[src/sv/swmc_pkg.sv]
package swmc_pkg;

  // Default window length and queue depth.
  localparam int WINDOW_SAMPLES = 64;
  localparam int QUEUE_DEPTH    = 4;

  // Code limits of a converter sample.
  localparam logic signed [15:0] CODE_MAX = 16'sh7fff;
  localparam logic signed [15:0] CODE_MIN = 16'sh8000;

  // Item modes.
  localparam logic [1:0] MODE_SAMPLE = 2'd0;
  localparam logic [1:0] MODE_ARM    = 2'd1;
  localparam logic [1:0] MODE_CANCEL = 2'd2;

  // Measurement kinds; anything from this code up is not capturable.
  localparam logic [1:0] KIND_POWER = 2'd2;

  // Result status codes.
  localparam logic [3:0] ST_IGNORED   = 4'd0;
  localparam logic [3:0] ST_DUPLICATE = 4'd1;
  localparam logic [3:0] ST_DISCARDED = 4'd2;
  localparam logic [3:0] ST_ACCUM     = 4'd3;
  localparam logic [3:0] ST_UNSTABLE  = 4'd4;
  localparam logic [3:0] ST_CAPTURED  = 4'd5;
  localparam logic [3:0] ST_ARMED     = 4'd6;
  localparam logic [3:0] ST_BUSY      = 4'd7;
  localparam logic [3:0] ST_INVALID   = 4'd8;
  localparam logic [3:0] ST_CANCELLED = 4'd9;

  // Configuration register indexes.
  localparam logic [2:0] REG_TARGET_CHANNEL = 3'd0;
  localparam logic [2:0] REG_TARGET_KIND    = 3'd1;
  localparam logic [2:0] REG_TARGET_INPUT   = 3'd2;
  localparam logic [2:0] REG_DISCARD_COUNT  = 3'd3;
  localparam logic [2:0] REG_SPREAD_LIMIT   = 3'd4;

  // One configuration write.
  typedef struct packed {
    logic        valid;
    logic [2:0]  index;
    logic [15:0] data;
  } cfg_write_t;

  // Classification of one item as the front end decided it.
  typedef struct packed {
    logic [3:0]  status;
    logic [15:0] spread;
  } result_t;

endpackage

[src/sv/stable_window_mean_capture.sv]
// A taken word enters the 4-entry queue and then the 3-stage mean pipeline.
// Throughput: one word per cycle while the queue has room, set by the
// combinational classify and window update in the front end.
// Reset: synchronous rst clears the capture state, the queue pointers and the
// pipeline valid bits and loads the configuration registers with defaults.
module stable_window_mean_capture #(
  parameter int WINDOW_SAMPLES = swmc_pkg::WINDOW_SAMPLES,
  parameter int QUEUE_DEPTH    = swmc_pkg::QUEUE_DEPTH
) (
  input  logic        clk,
  input  logic        rst,
  input  logic        s_tvalid,
  output logic        s_tready,
  // sample_channel[3:0], sample_kind[5:4], sample_input[9:6],
  // generation_tag[41:10], sample_code[57:42], zero fill[63:58]
  input  logic [63:0] s_tdata,
  // mode[1:0]
  input  logic [1:0]  s_tuser,
  output logic        m_tvalid,
  input  logic        m_tready,
  // mean_code[15:0], window_spread[31:16]
  output logic [31:0] m_tdata,
  // status[3:0]
  output logic [3:0]  m_tuser,
  input  logic        cfg_valid,
  output logic        cfg_ready,
  input  logic [2:0]  cfg_index,
  input  logic [15:0] cfg_data
);

  localparam int SUM_W = 16 + $clog2(WINDOW_SAMPLES) + 1;
  localparam int RES_W = $bits(swmc_pkg::result_t);
  localparam int Q_W   = SUM_W + RES_W;

  swmc_pkg::cfg_write_t    cfg;
  swmc_pkg::result_t       push_res;
  swmc_pkg::result_t       pop_res;
  logic signed [SUM_W-1:0] push_sum;
  logic signed [SUM_W-1:0] pop_sum;
  logic                    push, pop, full, empty;
  logic [Q_W-1:0]          pop_data;

  // Configuration writes are always taken.
  assign cfg_ready = 1'b1;
  assign cfg.valid = cfg_valid;
  assign cfg.index = cfg_index;
  assign cfg.data  = cfg_data;

  swmc_front #(
    .WINDOW_SAMPLES (WINDOW_SAMPLES),
    .SUM_W          (SUM_W)
  ) u_front (
    .clk        (clk),
    .rst        (rst),
    .cfg        (cfg),
    .in_valid   (s_tvalid),
    .in_ready   (s_tready),
    .in_mode    (s_tuser),
    .in_word    (s_tdata),
    .queue_full (full),
    .push       (push),
    .push_res   (push_res),
    .push_sum   (push_sum)
  );

  swmc_queue #(
    .WIDTH (Q_W),
    .DEPTH (QUEUE_DEPTH)
  ) u_queue (
    .clk       (clk),
    .rst       (rst),
    .push      (push),
    .push_data ({push_sum, push_res}),
    .full      (full),
    .pop       (pop),
    .pop_data  (pop_data),
    .empty     (empty)
  );

  // Split a queue entry back into its classification and window sum.
  assign pop_res = pop_data[RES_W-1:0];
  assign pop_sum = pop_data[Q_W-1:RES_W];

  swmc_back #(
    .WINDOW_SAMPLES (WINDOW_SAMPLES),
    .SUM_W          (SUM_W)
  ) u_back (
    .clk        (clk),
    .rst        (rst),
    .empty      (empty),
    .pop        (pop),
    .pop_res    (pop_res),
    .pop_sum    (pop_sum),
    .out_valid  (m_tvalid),
    .out_ready  (m_tready),
    .out_status (m_tuser),
    .out_word   (m_tdata)
  );

endmodule

[src/sv/swmc_front.sv]
module swmc_front #(
  parameter int WINDOW_SAMPLES = swmc_pkg::WINDOW_SAMPLES,
  parameter int SUM_W          = 16 + $clog2(WINDOW_SAMPLES) + 1
) (
  input  logic                    clk,
  input  logic                    rst,
  input  swmc_pkg::cfg_write_t    cfg,
  input  logic                    in_valid,
  output logic                    in_ready,
  input  logic [1:0]              in_mode,
  input  logic [63:0]             in_word,
  input  logic                    queue_full,
  output logic                    push,
  output swmc_pkg::result_t       push_res,
  output logic signed [SUM_W-1:0] push_sum
);

  localparam int COUNT_W = $clog2(WINDOW_SAMPLES + 1);

  // Configuration registers.
  logic [3:0]  target_channel;
  logic [1:0]  target_kind;
  logic [3:0]  target_input;
  logic [7:0]  discard_count;
  logic [15:0] spread_limit;

  // Capture state.
  logic                    active, active_next;
  logic [7:0]              discard_left, discard_left_next;
  logic [COUNT_W-1:0]      window_count, window_count_next;
  logic signed [15:0]      window_min, window_min_next;
  logic signed [15:0]      window_max, window_max_next;
  logic signed [SUM_W-1:0] window_sum, window_sum_next;
  logic [31:0]             last_gen, last_gen_next;

  // Input word fields.
  logic [3:0]         sample_channel;
  logic [1:0]         sample_kind;
  logic [3:0]         sample_input;
  logic [31:0]        generation_tag;
  logic signed [15:0] sample_code;

  // Per-sample window arithmetic.
  logic                    match;
  logic signed [15:0]      cand_min, cand_max;
  logic signed [16:0]      cand_diff;
  logic [15:0]             cand_spread;
  logic signed [SUM_W-1:0] cand_sum;
  logic [COUNT_W-1:0]      cand_count;

  assign sample_channel = in_word[3:0];
  assign sample_kind    = in_word[5:4];
  assign sample_input   = in_word[9:6];
  assign generation_tag = in_word[41:10];
  assign sample_code    = in_word[57:42];

  assign in_ready = !queue_full;
  assign push     = in_valid && in_ready;

  // Configuration writes; indexes past the list are dropped.
  always_ff @(posedge clk) begin
    if (rst) begin
      target_channel <= 4'd0;
      target_kind    <= 2'd0;
      target_input   <= 4'd1;
      discard_count  <= 8'd4;
      spread_limit   <= 16'd8;
    end else if (cfg.valid) begin
      unique case (cfg.index)
        swmc_pkg::REG_TARGET_CHANNEL: target_channel <= cfg.data[3:0];
        swmc_pkg::REG_TARGET_KIND:    target_kind    <= cfg.data[1:0];
        swmc_pkg::REG_TARGET_INPUT:   target_input   <= cfg.data[3:0];
        swmc_pkg::REG_DISCARD_COUNT:  discard_count  <= cfg.data[7:0];
        swmc_pkg::REG_SPREAD_LIMIT:   spread_limit   <= cfg.data;
        default: ;
      endcase
    end
  end

  // Window candidates with the current sample folded in.
  assign match = (in_mode == swmc_pkg::MODE_SAMPLE) && (sample_kind < swmc_pkg::KIND_POWER) &&
                 active && (sample_channel == target_channel) &&
                 (sample_kind == target_kind) && (sample_input == target_input);
  assign cand_min    = (sample_code < window_min) ? sample_code : window_min;
  assign cand_max    = (sample_code > window_max) ? sample_code : window_max;
  assign cand_diff   = {cand_max[15], cand_max} - {cand_min[15], cand_min};
  assign cand_spread = cand_diff[15:0];
  assign cand_sum    = window_sum + SUM_W'(sample_code);
  assign cand_count  = window_count + COUNT_W'(1);

  // Classify the item and work out the next state.
  always_comb begin
    active_next       = active;
    discard_left_next = discard_left;
    window_count_next = window_count;
    window_min_next   = window_min;
    window_max_next   = window_max;
    window_sum_next   = window_sum;
    last_gen_next     = last_gen;
    push_res.status   = swmc_pkg::ST_IGNORED;
    push_res.spread   = 16'd0;
    push_sum          = cand_sum;
    unique case (in_mode)
      swmc_pkg::MODE_ARM: begin
        if (target_kind >= swmc_pkg::KIND_POWER || target_input == 4'd0) begin
          push_res.status = swmc_pkg::ST_INVALID;
        end else if (active) begin
          push_res.status = swmc_pkg::ST_BUSY;
        end else begin
          active_next       = 1'b1;
          last_gen_next     = 32'd0;
          discard_left_next = discard_count;
          window_count_next = '0;
          window_min_next   = swmc_pkg::CODE_MAX;
          window_max_next   = swmc_pkg::CODE_MIN;
          window_sum_next   = '0;
          push_res.status   = swmc_pkg::ST_ARMED;
        end
      end
      swmc_pkg::MODE_CANCEL: begin
        active_next     = 1'b0;
        push_res.status = swmc_pkg::ST_CANCELLED;
      end
      swmc_pkg::MODE_SAMPLE: begin
        if (match) begin
          if (generation_tag != 32'd0 && generation_tag == last_gen) begin
            push_res.status = swmc_pkg::ST_DUPLICATE;
          end else begin
            last_gen_next = generation_tag;
            if (discard_left != 8'd0) begin
              discard_left_next = discard_left - 8'd1;
              push_res.status   = swmc_pkg::ST_DISCARDED;
            end else if (cand_count == COUNT_W'(WINDOW_SAMPLES)) begin
              push_res.spread = cand_spread;
              if (cand_spread <= spread_limit) begin
                active_next       = 1'b0;
                window_min_next   = cand_min;
                window_max_next   = cand_max;
                window_sum_next   = cand_sum;
                window_count_next = cand_count;
                push_res.status   = swmc_pkg::ST_CAPTURED;
              end else begin
                discard_left_next = discard_count;
                window_count_next = '0;
                window_min_next   = swmc_pkg::CODE_MAX;
                window_max_next   = swmc_pkg::CODE_MIN;
                window_sum_next   = '0;
                push_res.status   = swmc_pkg::ST_UNSTABLE;
              end
            end else begin
              window_min_next   = cand_min;
              window_max_next   = cand_max;
              window_sum_next   = cand_sum;
              window_count_next = cand_count;
              push_res.status   = swmc_pkg::ST_ACCUM;
            end
          end
        end
      end
      default: ;
    endcase
  end

  // State registers move only when an item is taken.
  always_ff @(posedge clk) begin
    if (rst) begin
      active       <= 1'b0;
      discard_left <= 8'd0;
      window_count <= '0;
      window_min   <= swmc_pkg::CODE_MAX;
      window_max   <= swmc_pkg::CODE_MIN;
      window_sum   <= '0;
      last_gen     <= 32'd0;
    end else if (push) begin
      active       <= active_next;
      discard_left <= discard_left_next;
      window_count <= window_count_next;
      window_min   <= window_min_next;
      window_max   <= window_max_next;
      window_sum   <= window_sum_next;
      last_gen     <= last_gen_next;
    end
  end

`ifndef SYNTH
  // A running capture never holds a full window.
  a_count_below_window: assert property (@(posedge clk) disable iff (rst)
    active |-> (window_count < COUNT_W'(WINDOW_SAMPLES)))
    else $error("window count reached the window length while running");

  // A capture result ends the capture.
  a_capture_ends: assert property (@(posedge clk) disable iff (rst)
    (push && push_res.status == swmc_pkg::ST_CAPTURED) |=> !active)
    else $error("capture still running after a captured result");

  // An accepted arm starts from an empty window and a cleared tag.
  a_arm_clears: assert property (@(posedge clk) disable iff (rst)
    (push && push_res.status == swmc_pkg::ST_ARMED) |=>
      (active && window_count == '0 && last_gen == 32'd0 && window_sum == '0))
    else $error("arm did not start a clean capture");
`endif

endmodule

[src/sv/swmc_queue.sv]
module swmc_queue #(
  parameter int WIDTH = 8,
  parameter int DEPTH = swmc_pkg::QUEUE_DEPTH
) (
  input  logic             clk,
  input  logic             rst,
  input  logic             push,
  input  logic [WIDTH-1:0] push_data,
  output logic             full,
  input  logic             pop,
  output logic [WIDTH-1:0] pop_data,
  output logic             empty
);

  localparam int PTR_W = $clog2(DEPTH);
  localparam int CNT_W = $clog2(DEPTH + 1);

  logic [WIDTH-1:0] slots [DEPTH];
  logic [PTR_W-1:0] head;
  logic [PTR_W-1:0] tail;
  logic [CNT_W-1:0] count;

  assign full     = (count == CNT_W'(DEPTH));
  assign empty    = (count == '0);
  assign pop_data = slots[head];

  // Entry storage.
  always_ff @(posedge clk) begin
    if (push) begin
      slots[tail] <= push_data;
    end
  end

  // Pointers and fill count.
  always_ff @(posedge clk) begin
    if (rst) begin
      head  <= '0;
      tail  <= '0;
      count <= '0;
    end else begin
      if (push) begin
        tail <= (tail == PTR_W'(DEPTH - 1)) ? '0 : tail + PTR_W'(1);
      end
      if (pop) begin
        head <= (head == PTR_W'(DEPTH - 1)) ? '0 : head + PTR_W'(1);
      end
      if (push && !pop) begin
        count <= count + CNT_W'(1);
      end else if (pop && !push) begin
        count <= count - CNT_W'(1);
      end
    end
  end

endmodule

[src/sv/swmc_back.sv]
module swmc_back #(
  parameter int WINDOW_SAMPLES = swmc_pkg::WINDOW_SAMPLES,
  parameter int SUM_W          = 16 + $clog2(WINDOW_SAMPLES) + 1
) (
  input  logic                    clk,
  input  logic                    rst,
  input  logic                    empty,
  output logic                    pop,
  input  swmc_pkg::result_t       pop_res,
  input  logic signed [SUM_W-1:0] pop_sum,
  output logic                    out_valid,
  input  logic                    out_ready,
  output logic [3:0]              out_status,
  output logic [31:0]             out_word
);

  // Rounding magnitude, reciprocal of the window length and its scale.
  localparam int             A_W    = SUM_W;
  localparam logic [A_W:0]   RECIP  = (A_W + 1)'((64'd1 << A_W) / WINDOW_SAMPLES);
  localparam logic [A_W-1:0] HALF   = A_W'(WINDOW_SAMPLES / 2);
  localparam logic [A_W-1:0] WLEN   = A_W'(WINDOW_SAMPLES);

  logic advance;

  // Stage one: sign and rounded magnitude.
  logic              s1_valid;
  swmc_pkg::result_t s1_res;
  logic              s1_neg;
  logic [A_W-1:0]    s1_mag;

  // Stage two: quotient estimate from the reciprocal.
  logic              s2_valid;
  swmc_pkg::result_t s2_res;
  logic              s2_neg;
  logic [A_W-1:0]    s2_mag;
  logic [16:0]       s2_quot;

  logic [2*A_W:0]    prod;
  logic [A_W-1:0]    back_mul;
  logic [A_W-1:0]    remainder;
  logic [16:0]       quot;
  logic [15:0]       mean;

  // The whole line moves whenever the output word is free or taken.
  assign advance = !out_valid || out_ready;
  assign pop     = advance && !empty;

  assign prod      = (2 * A_W + 1)'(s1_mag) * (2 * A_W + 1)'(RECIP);
  assign back_mul  = A_W'(s2_quot) * WLEN;
  assign remainder = s2_mag - back_mul;
  assign quot      = (remainder >= WLEN) ? s2_quot + 17'd1 : s2_quot;
  assign mean      = s2_neg ? 16'(~quot + 17'd1) : quot[15:0];

  // Valid bits of the pipeline.
  always_ff @(posedge clk) begin
    if (rst) begin
      s1_valid  <= 1'b0;
      s2_valid  <= 1'b0;
      out_valid <= 1'b0;
    end else if (advance) begin
      s1_valid  <= !empty;
      s2_valid  <= s1_valid;
      out_valid <= s2_valid;
    end
  end

  // Payload of the pipeline.
  always_ff @(posedge clk) begin
    if (advance) begin
      s1_res  <= pop_res;
      s1_neg  <= pop_sum[SUM_W-1];
      s1_mag  <= (pop_sum[SUM_W-1] ? A_W'(-pop_sum) : A_W'(pop_sum)) + HALF;
      s2_res  <= s1_res;
      s2_neg  <= s1_neg;
      s2_mag  <= s1_mag;
      s2_quot <= 17'(prod[2*A_W:A_W]);
      out_status      <= s2_res.status;
      out_word[31:16] <= s2_res.spread;
      out_word[15:0]  <= (s2_res.status == swmc_pkg::ST_CAPTURED) ? mean : 16'd0;
    end
  end

endmodule

[config.mk]
export PLATFORM = sky130hd
export DESIGN_NAME = stable_window_mean_capture
export DESIGN_NICKNAME = d
export VERILOG_FILES = /design/src/sv/swmc_pkg.sv /design/src/sv/stable_window_mean_capture.sv /design/src/sv/swmc_front.sv /design/src/sv/swmc_queue.sv /design/src/sv/swmc_back.sv
export SDC_FILE = /design/constraint.sdc
export NUM_CORES = 1
export LEC_CHECK = 0
export BUFFER_PORTS_ARGS = -buffer_cell sky130_fd_sc_hd__buf_2
export CAP_MARGIN = 10
export CORE_ASPECT_RATIO = 1.5
export CORE_MARGIN = 3
export CORE_UTILIZATION = 45
export DETAILED_ROUTE_END_ITERATION = 12
export SLEW_MARGIN = 25
export SYNTH_ARGS = -nofsm -noshare
export SYNTH_HDL_FRONTEND = slang
export SYNTH_SLANG_ARGS = --single-unit
[constraint.sdc]
create_clock -name clk -period 11 [get_ports clk]
set_input_delay 3.3 -clock clk [delete_from_list [all_inputs] [get_ports clk]]
set_output_delay 3.3 -clock clk [all_outputs]
set_load 0.02 [all_outputs]
==> impl_metrics.tcl, run 1 <==
set metrics [dict create \
    status "finished, final reports clean" \
    finClkSkew_ns 0.0206 \
    reg2regPathDepth 29 \
    insertion_delay_ns 0.57 \
    path_class "in -> reg" \
    ys_ff_latch 431 \
    numClockSinks 431 \
    rsz0062_at_grt "no" \
    critPathMaxFanout 5 \
    arrival_ns 10.50 \
    crit_top_cell "o21ai_0" \
    hold_viol 0 \
    area_growth_pct 13.3 \
    placed_cells 2389 \
    powerDensity_nw_per_um2 207 \
    yosysWarnings 0 \
    dieWidth_um 180 \
    gp_congestion 0.870 \
    die_h_um 267 \
    max-slew-margin-rel_pct 32.1 \
    start_util_pct 46.0 \
    layout_commonest_cell "edfxtp_1" \
    syn_avg_cell_area_um2 11.7 \
    setup_viol 0 \
    gr-total-overflow 0 \
    worst_path_largest_cell_delay_ns 0.57 \
    path_clk_slew_ns 0.06 \
    cp_slowest_cell "o21ai_0" \
    finalMaxSlewViolations 0 \
    holdPathStages 0 \
    min_path_type "reg -> reg" \
    routedWlPerCell_um 18.1 \
    antenna_left 0 \
    critPathBufInv 3 \
    yosysSeqAreaShare_pct 56.1 \
    hold_buffers 0 \
    cp-end-kind "register" \
    drc 0 \
    fillers 3903 \
    worst_pin_slew_ns 1.02 \
    period_minus_slack_ns 10.18 \
    firstDrtPassIters 5 \
    fin_cells 2469 \
    finalNetCount 2044 \
    track_usage_pct 18.6 \
    dieArea_um2 48000 \
    peakVddDrop_mv 0.115 \
    grt_max_degree 78 \
    synth_area_um2 20400 \
    via_per_inst 5.59 \
    max_cap_viol_count 0 \
    fin_crit_sh_pct 92.5 \
    vias 13800 \
    ctsResizeCount 0 \
    p_leak_nw 8.89 \
    setup_tns_ns 0 \
    synth_ff_type "edfxtp_1" \
    rows 94 \
    cts_tree "yes" \
    cts_buffers 42 \
    synth_edf_count 282 \
    synth_cells 1737 \
    drt-total-wl_um 44800 \
    critPathTopFamily "compound AO/OA/AOI/OAI gates" \
    clock_path_buffers 3 \
    post_cts_buffers 0 \
    core_um2 44300 \
    dp_hpwl_um 31300 \
    io_pins 129 \
    drt_iter0_markers 754 \
    syn_nets 1924 \
    max_freq_mhz 98.2 \
    synth.distinct_cells 78 \
    final_cell_mix "edfxtp_1, dfxtp_1, nor2_1, nand2_1, buf_2" \
    grt_pass1_wl_um 72200 \
    htreeDepth 2 \
    cts-root-buf "clkbuf_16" \
    port_buffers 121 \
    async_reset_ff_share_pct 0 \
    cp-start-kind "input port" \
    worstPathRequired_ns 11.32 \
    drive_gt1_share_pct 15.8 \
    path_depth 29 \
    grt_pass1_vias 13800 \
    antenna_found_initial 4 \
]
[area by class of cell]
type	count	area, um^2	share of cell area [%]
multi-input cells	1162	8420	36.4
inverters	74	280	1.21
diodes	3	7.51	0.0325
clock buffers	52	1190	5.16
flip-flops and latches	431	11500	49.5
repair buffers	146	808	3.49
well taps	576	721	3.12
clock inverters	25	241	1.04
[state kept, by name, summed over array words and instances (netlist names), 3 cells and up, named ones only]
signal,flops
u_back.out_word,32
u_front.discard_count,8
u_back.out_status,4
u_queue.count,3
u_back.s1_mag,16
u_front.window_max,16
u_front.spread_limit,16
u_queue.slots,172
u_front.target_input,4
u_front.last_gen,32
u_front.window_count,7
u_back.s2_res,20
u_front.window_min,16
u_front.discard_left,8
u_front.target_channel,4
u_back.s2_quot,16
u_back.s1_res,20
u_front.window_sum,23
[per-stage QoR]
step	util [%]	power (mW)	instance area (um^2)	worst slack, ns	hold WS [ns]
2_1_floorplan	-	3.07	20400	1.38	0.400
3_3_place_gp	48.9	3.34	21700	0.269	0.400
3_5_place_dp	48.9	3.37	21700	0.222	0.405
4_1_cts	52.1	4.86	23100	0.819	0.413
5_1_grt	52.2	5.06	23100	0.354	0.411
6_report	52.2	4.80	23100	0.820	0.414
[path summary, 6_finish.rpt]
path	start	to	slack (ns)
worst max-delay path	s_tdata[53]	u_queue.slots[1][16]	0.82
worst min-delay path	u_back.s2_res[5]	u_back.out_word[21]	0.41
worst max register to register	u_front.window_max[11]	u_queue.slots[1][16]	3.36
worst min register to register	u_back.s2_res[5]	u_back.out_word[21]	0.41
[where the power goes]
part	leakage (nW)	switching [mW]	internal (mW)
clock network	0.714	0.626	0.852
registers	4.04	0.0939	2.08
logic	4.14	0.670	0.477
[worst register-to-register path, delay by kind of cell, from the launching register on]
kind | cells | cell delay [ns]
AO/OA/AOI/OAI | 16 | 4.19
AND/OR/NAND/NOR | 7 | 1.52
adder cells (fa/ha/maj) | 3 | 0.93
buffers and inverters | 3 | 0.44
flip-flops | 1 | 0.34
[cell usage after synthesis (6+ instances only)]
master      n  share of area (%)
nand3_1    54                1.3
nand2b_1   17               0.52
or3_1      12               0.37
nor4_1     26               0.80
o21ai_0    58                1.4
a21oi_1   105                2.6
nor2b_1    25               0.77
ha_1       94                5.8
a22o_1     14               0.60
and3_1     15               0.46
or2_2      15               0.46
xnor2_1    53                2.3
mux4_2     42                4.6
a211oi_1    8               0.29
o21bai_1    6               0.22
nand2_1   136                2.5
nand4_1    20               0.61
nor3_1     28               0.69
buf_1       9               0.17
clkbuf_1   56                1.0
o31ai_1    10               0.37
nor2_1    138                2.5
mux2i_1    31                1.5
dfxtp_1   149                 15
and2_1      6               0.18
o21a_1     11               0.40
a31oi_1     6               0.18
xor2_1     63                2.7
a21o_1     32                1.2
a22oi_1    54                2.0
o41ai_1     7               0.30
edfxtp_1  282                 42
o211ai_1   12               0.44
inv_1      74                1.4
[cells by family (layout without fill, tap and decap cells)]
group	after synthesis	after routing	share of synthesized area, %
simple gates	514	514	12.2
flops	431	431	56.1
compound gates	359	359	11.7
buf+inv	144	297	2.72
xor+xnor	116	116	4.98
fa+ha+maj	97	97	6.06
mux	75	75	6.27
other cells	1	4	0.0184
[routing by layer]
layer	wire length (um)	global-route usage [%]	vias up	share of wire (%)
met2	23200	33.9	269	52
met4	1410	6.40	2	3.2
met1	18200	22.2	6729	41
met5	7	0	-	0.016
met3	1940	3.04	86	4.3
li1	-	-	6704	-
Power figures use the tool's default switching activity.
==> inputs of run 2 (changes only) <==
--- a/config.mk
+++ b/config.mk
@@ -9,8 +9,9 @@
 export CAP_MARGIN = 10
 export CORE_ASPECT_RATIO = 1.5
 export CORE_MARGIN = 3
-export CORE_UTILIZATION = 45
+export CORE_UTILIZATION = 60
 export DETAILED_ROUTE_END_ITERATION = 12
+export PLACE_DENSITY = 0.79
 export SLEW_MARGIN = 25
 export SYNTH_ARGS = -nofsm -noshare
 export SYNTH_HDL_FRONTEND = slang
==> run 2 against run 1 <==
Net effect: routed wire length decreased by 3.2%; sequential share of layout area increased by 0.45 points; final area decreased by 0.89%; global-route usage increased by 5.3 points; sequential power about the same; clock skew about the same; worst setup slack improved by 0.10 ns; via count increased by 2.0%; clock power decreased by 4%; utilization increased by 16 points; non-clock buffer count increased by 5; power decreased by 0.81%; critical path type unchanged; largest cell class unchanged; largest power group unchanged.
==> impl_metrics.tcl, run 2 (same netlist as run 1, synthesis figures left out) <==
set metrics [dict create \
    status "finished, final reports clean" \
    firstDrtPassIters 5 \
    powerDensity_nw_per_um2 208 \
    dp_hpwl_um 29800 \
    core_um2 33400 \
    rsz0062_at_grt "no" \
    grt_max_degree 86 \
    insertion_delay_ns 0.56 \
    holdPathEnd "u_back.out_word[28]" \
    period_minus_slack_ns 10.08 \
    dieWidth_um 157 \
    port_buffers 121 \
    antenna_found_initial 2 \
    post_cts_buffers 0 \
    setup_viol 0 \
    hold_buffers 0 \
    hold_viol 0 \
    placed_cells 2238 \
    finalNetCount 2047 \
    reg2regPathDepth 33 \
    largest_reg_flops 172 \
    numClockSinks 431 \
    crit_start "s_tdata[54]" \
    antenna_left 0 \
    critPathTopFamily "compound AO/OA/AOI/OAI gates" \
    top_register "u_queue.slots" \
    power_mw 4.76 \
    drive_gt1_share_pct 15.8 \
    path_clk_slew_ns 0.06 \
    htreeDepth 2 \
    arrival_ns 10.49 \
    critPathBufInv 7 \
    max-slew-margin-rel_pct 32.1 \
    ctsResizeCount 0 \
    hold_ws_ns 0.415 \
    drc 0 \
    io_pins 129 \
    final_cell_mix "edfxtp_1, dfxtp_1, nor2_1, nand2_1, buf_2" \
    start_util_pct 61.0 \
    cp-start-kind "input port" \
    path_depth 33 \
    worst_path_largest_cell_delay_ns 0.44 \
    layout_commonest_cell "edfxtp_1" \
    area_growth_pct 12.3 \
    finalMaxSlewViolations 0 \
    gr-total-overflow 0 \
    via_per_inst 6.08 \
    critPathMaxFanout 17 \
    cts_buffers 40 \
    vias 14100 \
    regToRegSetupSlack_ns 3.47 \
    hp-start "u_back.s2_res[12]" \
    fin_cells 2313 \
    max_freq_mhz 99.3 \
    r2r-end "u_front.window_sum[13]" \
    routedWlPerCell_um 18.8 \
    dieArea_um2 36300 \
    worstPathRequired_ns 11.41 \
    worst_pin_slew_ns 1.02 \
    crit_top_cell "buf_4" \
    holdPathStages 0 \
    track_usage_pct 23.9 \
    min_path_type "reg -> reg" \
    place_ws_ns 0.429 \
    peakVddDrop_mv 0.172 \
    clock_path_buffers 3 \
    finalWorstSetupSlack_ns 0.925 \
    cp_slowest_cell "nor4_1" \
    max_cap_viol_count 0 \
    grt_pass1_vias 14000 \
    rows 82 \
    finClkSkew_ns 0.0203 \
    drt_iter0_markers 781 \
    grt_pass1_wl_um 69300 \
    die_h_um 232 \
    gp_congestion 0.918 \
    setup_tns_ns 0 \
    reg_top3 "u_queue.slots x172, u_back.out_word x32, u_front.last_gen x32" \
    cp-end-kind "register" \
    drt-total-wl_um 43400 \
    fin_crit_sh_pct 91.6 \
    cts_tree "yes" \
    r2r-start "u_front.window_max[11]" \
    path_class "in -> reg" \
    cts-root-buf "clkbuf_16" \
    p_leak_nw 8.87 \
]
-- run 2: cell count changes in the layout (fill, tap and decap cells not counted), moves of 2 or more --
cell and change:
inv_16 -2, and3_2 -3, clkinvlp_4 +2, clkinv_2 -6, buf_4 +3, clkbuf_1 +3
clkbuf_16 -3, and3_4 +3, clkinv_1 -2, diode_2 -2, clkbuf_8 +3
-- run 2: report_power, final --
group	total (mW)	switching, mW	internal (mW)
clock network	1.42	0.597	0.824
registers	2.20	0.118	2.08
logic	1.14	0.662	0.479
total	4.76	1.38	3.38
-- run 2: routing by layer --
| layer | wire length [um] | track usage [%] |
|---|---|---|
| met1 | 16400 | 27.0 |
| met2 | 23000 | 43.5 |
| met3 | 1900 | 3.30 |
| met4 | 2080 | 11.9 |
| met5 | 13 | 0 |
-- run 2: worst max-delay path by stage --
stage                             end  slack [ns]
2_1_floorplan  u_front.window_min[10]        1.38
3_5_place_dp   u_front.window_sum[22]        0.43
4_1_cts        u_front.window_sum[13]        0.97
3_3_place_gp   u_front.window_sum[22]        0.61
5_1_grt        u_front.window_sum[13]        0.43
6_report       u_front.window_sum[13]        0.92
-- run 2: metrics by stage --
step / util (%) / instance area [um^2]
2_1_floorplan: - / 20400
4_1_cts: 68.5 / 22900
5_1_grt: 68.5 / 22900
3_3_place_gp: 64.4 / 21500
6_report: 68.5 / 22900
3_5_place_dp: 64.4 / 21500
-- run 2: layout make-up --
class | instances | area (um^2)
repair buffers | 151 | 862
diodes | 1 | 2.50
multi-input cells | 1162 | 8430
fillers | 2410 | 10500
clock buffers | 55 | 1170
flip-flops and latches | 431 | 11500
clock inverters | 19 | 199
inverters | 74 | 280
well taps | 420 | 526
==> inputs of run 3 (changes only) <==
--- a/config.mk
+++ b/config.mk
@@ -12,6 +12,8 @@
 export CORE_UTILIZATION = 60
 export DETAILED_ROUTE_END_ITERATION = 12
 export PLACE_DENSITY = 0.79
+export RECOVER_POWER = 50
+export SETUP_SLACK_MARGIN = 0.02
 export SLEW_MARGIN = 25
 export SYNTH_ARGS = -nofsm -noshare
 export SYNTH_HDL_FRONTEND = slang
==> run 3 against run 2 <==
Net effect: the flow now finishes with violations (capacitance limit, slew limit); sequential share of layout area is 0.10 points higher; critical path type unchanged; global-route usage did not move; fmax fell by 0.98%; largest power group unchanged; largest cell class unchanged; routed wire length is essentially flat; final cell count stayed put; critical path depth unchanged.
==> impl_metrics.tcl, run 3 (same netlist as run 1, synthesis figures left out) <==
set metrics [dict create \
    multi_input_area_um2 8400 \
    area_growth_pct 12.1 \
    hold_buffers 0 \
    p_leak_nw 8.84 \
    rows 82 \
    gr-total-overflow 0 \
    hold_viol 0 \
    finalWorstSetupSlack_ns 0.825 \
    dieArea_um2 36300 \
    violations "capacitance limit, slew limit" \
    firstDrtPassIters 5 \
    track_usage_pct 23.9 \
    vias 14100 \
    top_register "u_queue.slots" \
    hold_ws_ns 0.415 \
    r2r-start "u_front.window_max[11]" \
    rsz0062_at_grt "no" \
    post_cts_buffers 0 \
    peakVddDrop_mv 0.170 \
    crit_top_cell "buf_4" \
    max_cap_viol_count 7 \
    routedWlPerCell_um 18.7 \
    period_minus_slack_ns 10.18 \
    fillers 2426 \
    arrival_ns 10.45 \
    holdPathStages 0 \
    grt_pass1_wl_um 69300 \
    dp_hpwl_um 29800 \
    holdPathEnd "u_back.out_word[28]" \
    cp_slowest_cell "nor4_1" \
    met2_usage_pct 43.5 \
    ctsResizeCount 0 \
    critPathMaxFanout 17 \
    grt_max_degree 86 \
    grt_use_met3_pct 3.30 \
    regToRegSetupSlack_ns 3.36 \
    reg2regPathDepth 33 \
    path_class "in -> reg" \
    setup_tns_ns 0 \
    antenna_found_initial 2 \
    cts-root-buf "clkbuf_16" \
    powerDensity_nw_per_um2 208 \
    io_pins 129 \
    hp-start "u_back.s2_res[12]" \
    core_um2 33400 \
    drt-total-wl_um 43400 \
    cts_buffers 40 \
    drt_iter0_markers 766 \
    worst_pin_slew_ns 4.33 \
    r2r-end "u_front.window_max[9]" \
    dieWidth_um 157 \
    grt_pass1_vias 14000 \
    drc 0 \
    gp_congestion 0.918 \
    drive_gt1_share_pct 15.1 \
    via_per_inst 6.08 \
    die_h_um 232 \
    numClockSinks 431 \
    fin_crit_sh_pct 92.5 \
    cp-end-kind "register" \
    reg_top3 "u_queue.slots x172, u_back.out_word x32, u_front.last_gen x32" \
    cp-start-kind "input port" \
    start_util_pct 61.0 \
    max-slew-margin-rel_pct -188 \
    finalNetCount 2047 \
    min_path_type "reg -> reg" \
    largest_reg_flops 172 \
    final_cell_mix "edfxtp_1, dfxtp_1, nor2_1, nand2_1, buf_2" \
    path_clk_slew_ns 0.06 \
    worstPathRequired_ns 11.28 \
    layout_commonest_cell "edfxtp_1" \
    clock_path_buffers 3 \
    finClkSkew_ns 0.0184 \
    insertion_delay_ns 0.56 \
    stdcell_area_um2 22900 \
    status "finished with violations" \
    cts_tree "yes" \
    use_met1_pct 27.0 \
    antenna_left 0 \
    htreeDepth 2 \
    placed_area_um2 21500 \
    grt-busiest-layer "met2" \
    setup_viol 0 \
    port_buffers 121 \
    worst_path_largest_cell_delay_ns 0.45 \
    finalMaxSlewViolations 376 \
    max_freq_mhz 98.3 \
    place_ws_ns 0.429 \
    ff_latch_area_um2 11500 \
]
[run 3: cell types whose count changed in the layout (fill, tap and decap cells not counted), moves of 3 or more]
cell,previous run,this run
and3_1,11,15
clkbuf_1,7,14
buf_2,120,117
and2_0,0,3
buf_4,28,25
and3_4,4,0
and2_1,6,3
[run 3: worst max path at each step]
stage	startpoint	end	cells after the start
floorplan	s_tdata[43]	u_front.window_min[10]	29
finish	s_tdata[54]	u_front.window_max[9]	33
global route	s_tdata[53]	u_front.window_max[11]	33
detailed placement	s_tdata[54]	u_front.window_sum[22]	33
CTS	s_tdata[54]	u_front.window_sum[13]	33
global placement	s_tdata[54]	u_front.window_sum[22]	33
[run 3: layout make-up]
type | instances | share of cell area (%)
diodes | 1 | 0.0109
flip-flops and latches | 431 | 50.1
clock buffers | 55 | 5.12
repair buffers | 151 | 3.67
multi-input cells | 1162 | 36.7
clock inverters | 19 | 0.870
inverters | 74 | 1.22
well taps | 420 | 2.30
[run 3: where the power goes]
group          internal [mW]  switching (mW)  total, mW
clock network          0.824           0.597       1.42
logic                  0.478           0.660       1.14
registers               2.09           0.118       2.20
total                   3.39            1.38       4.76
[run 3: worst max-delay path, delay by kind of cell]
| family | cells | cell delay [ns] |
|---|---|---|
| buf+inv | 7 | 1.20 |
| fa+ha+maj | 4 | 1.24 |
| simple gates | 8 | 1.42 |
| xor+xnor | 1 | 0.20 |
| compound gates | 13 | 3.05 |
[run 3: metal layers]
layer / part of all wire (%) / routed length [um]
met2: 53 / 23000
met3: 4.4 / 1890
met5: 0.030 / 13
met4: 4.6 / 2010
met1: 38 / 16400
[run 3: metrics by stage]
step | instances | util [%] | total power, mW
6_report | 2313 | 68.4 | 4.76
5_1_grt | 2313 | 68.4 | 4.98
4_1_cts | 2312 | 68.5 | 4.80
3_5_place_dp | 2238 | 64.4 | 3.37
3_3_place_gp | 2238 | 64.4 | 3.32
2_1_floorplan | 1737 | - | 3.07
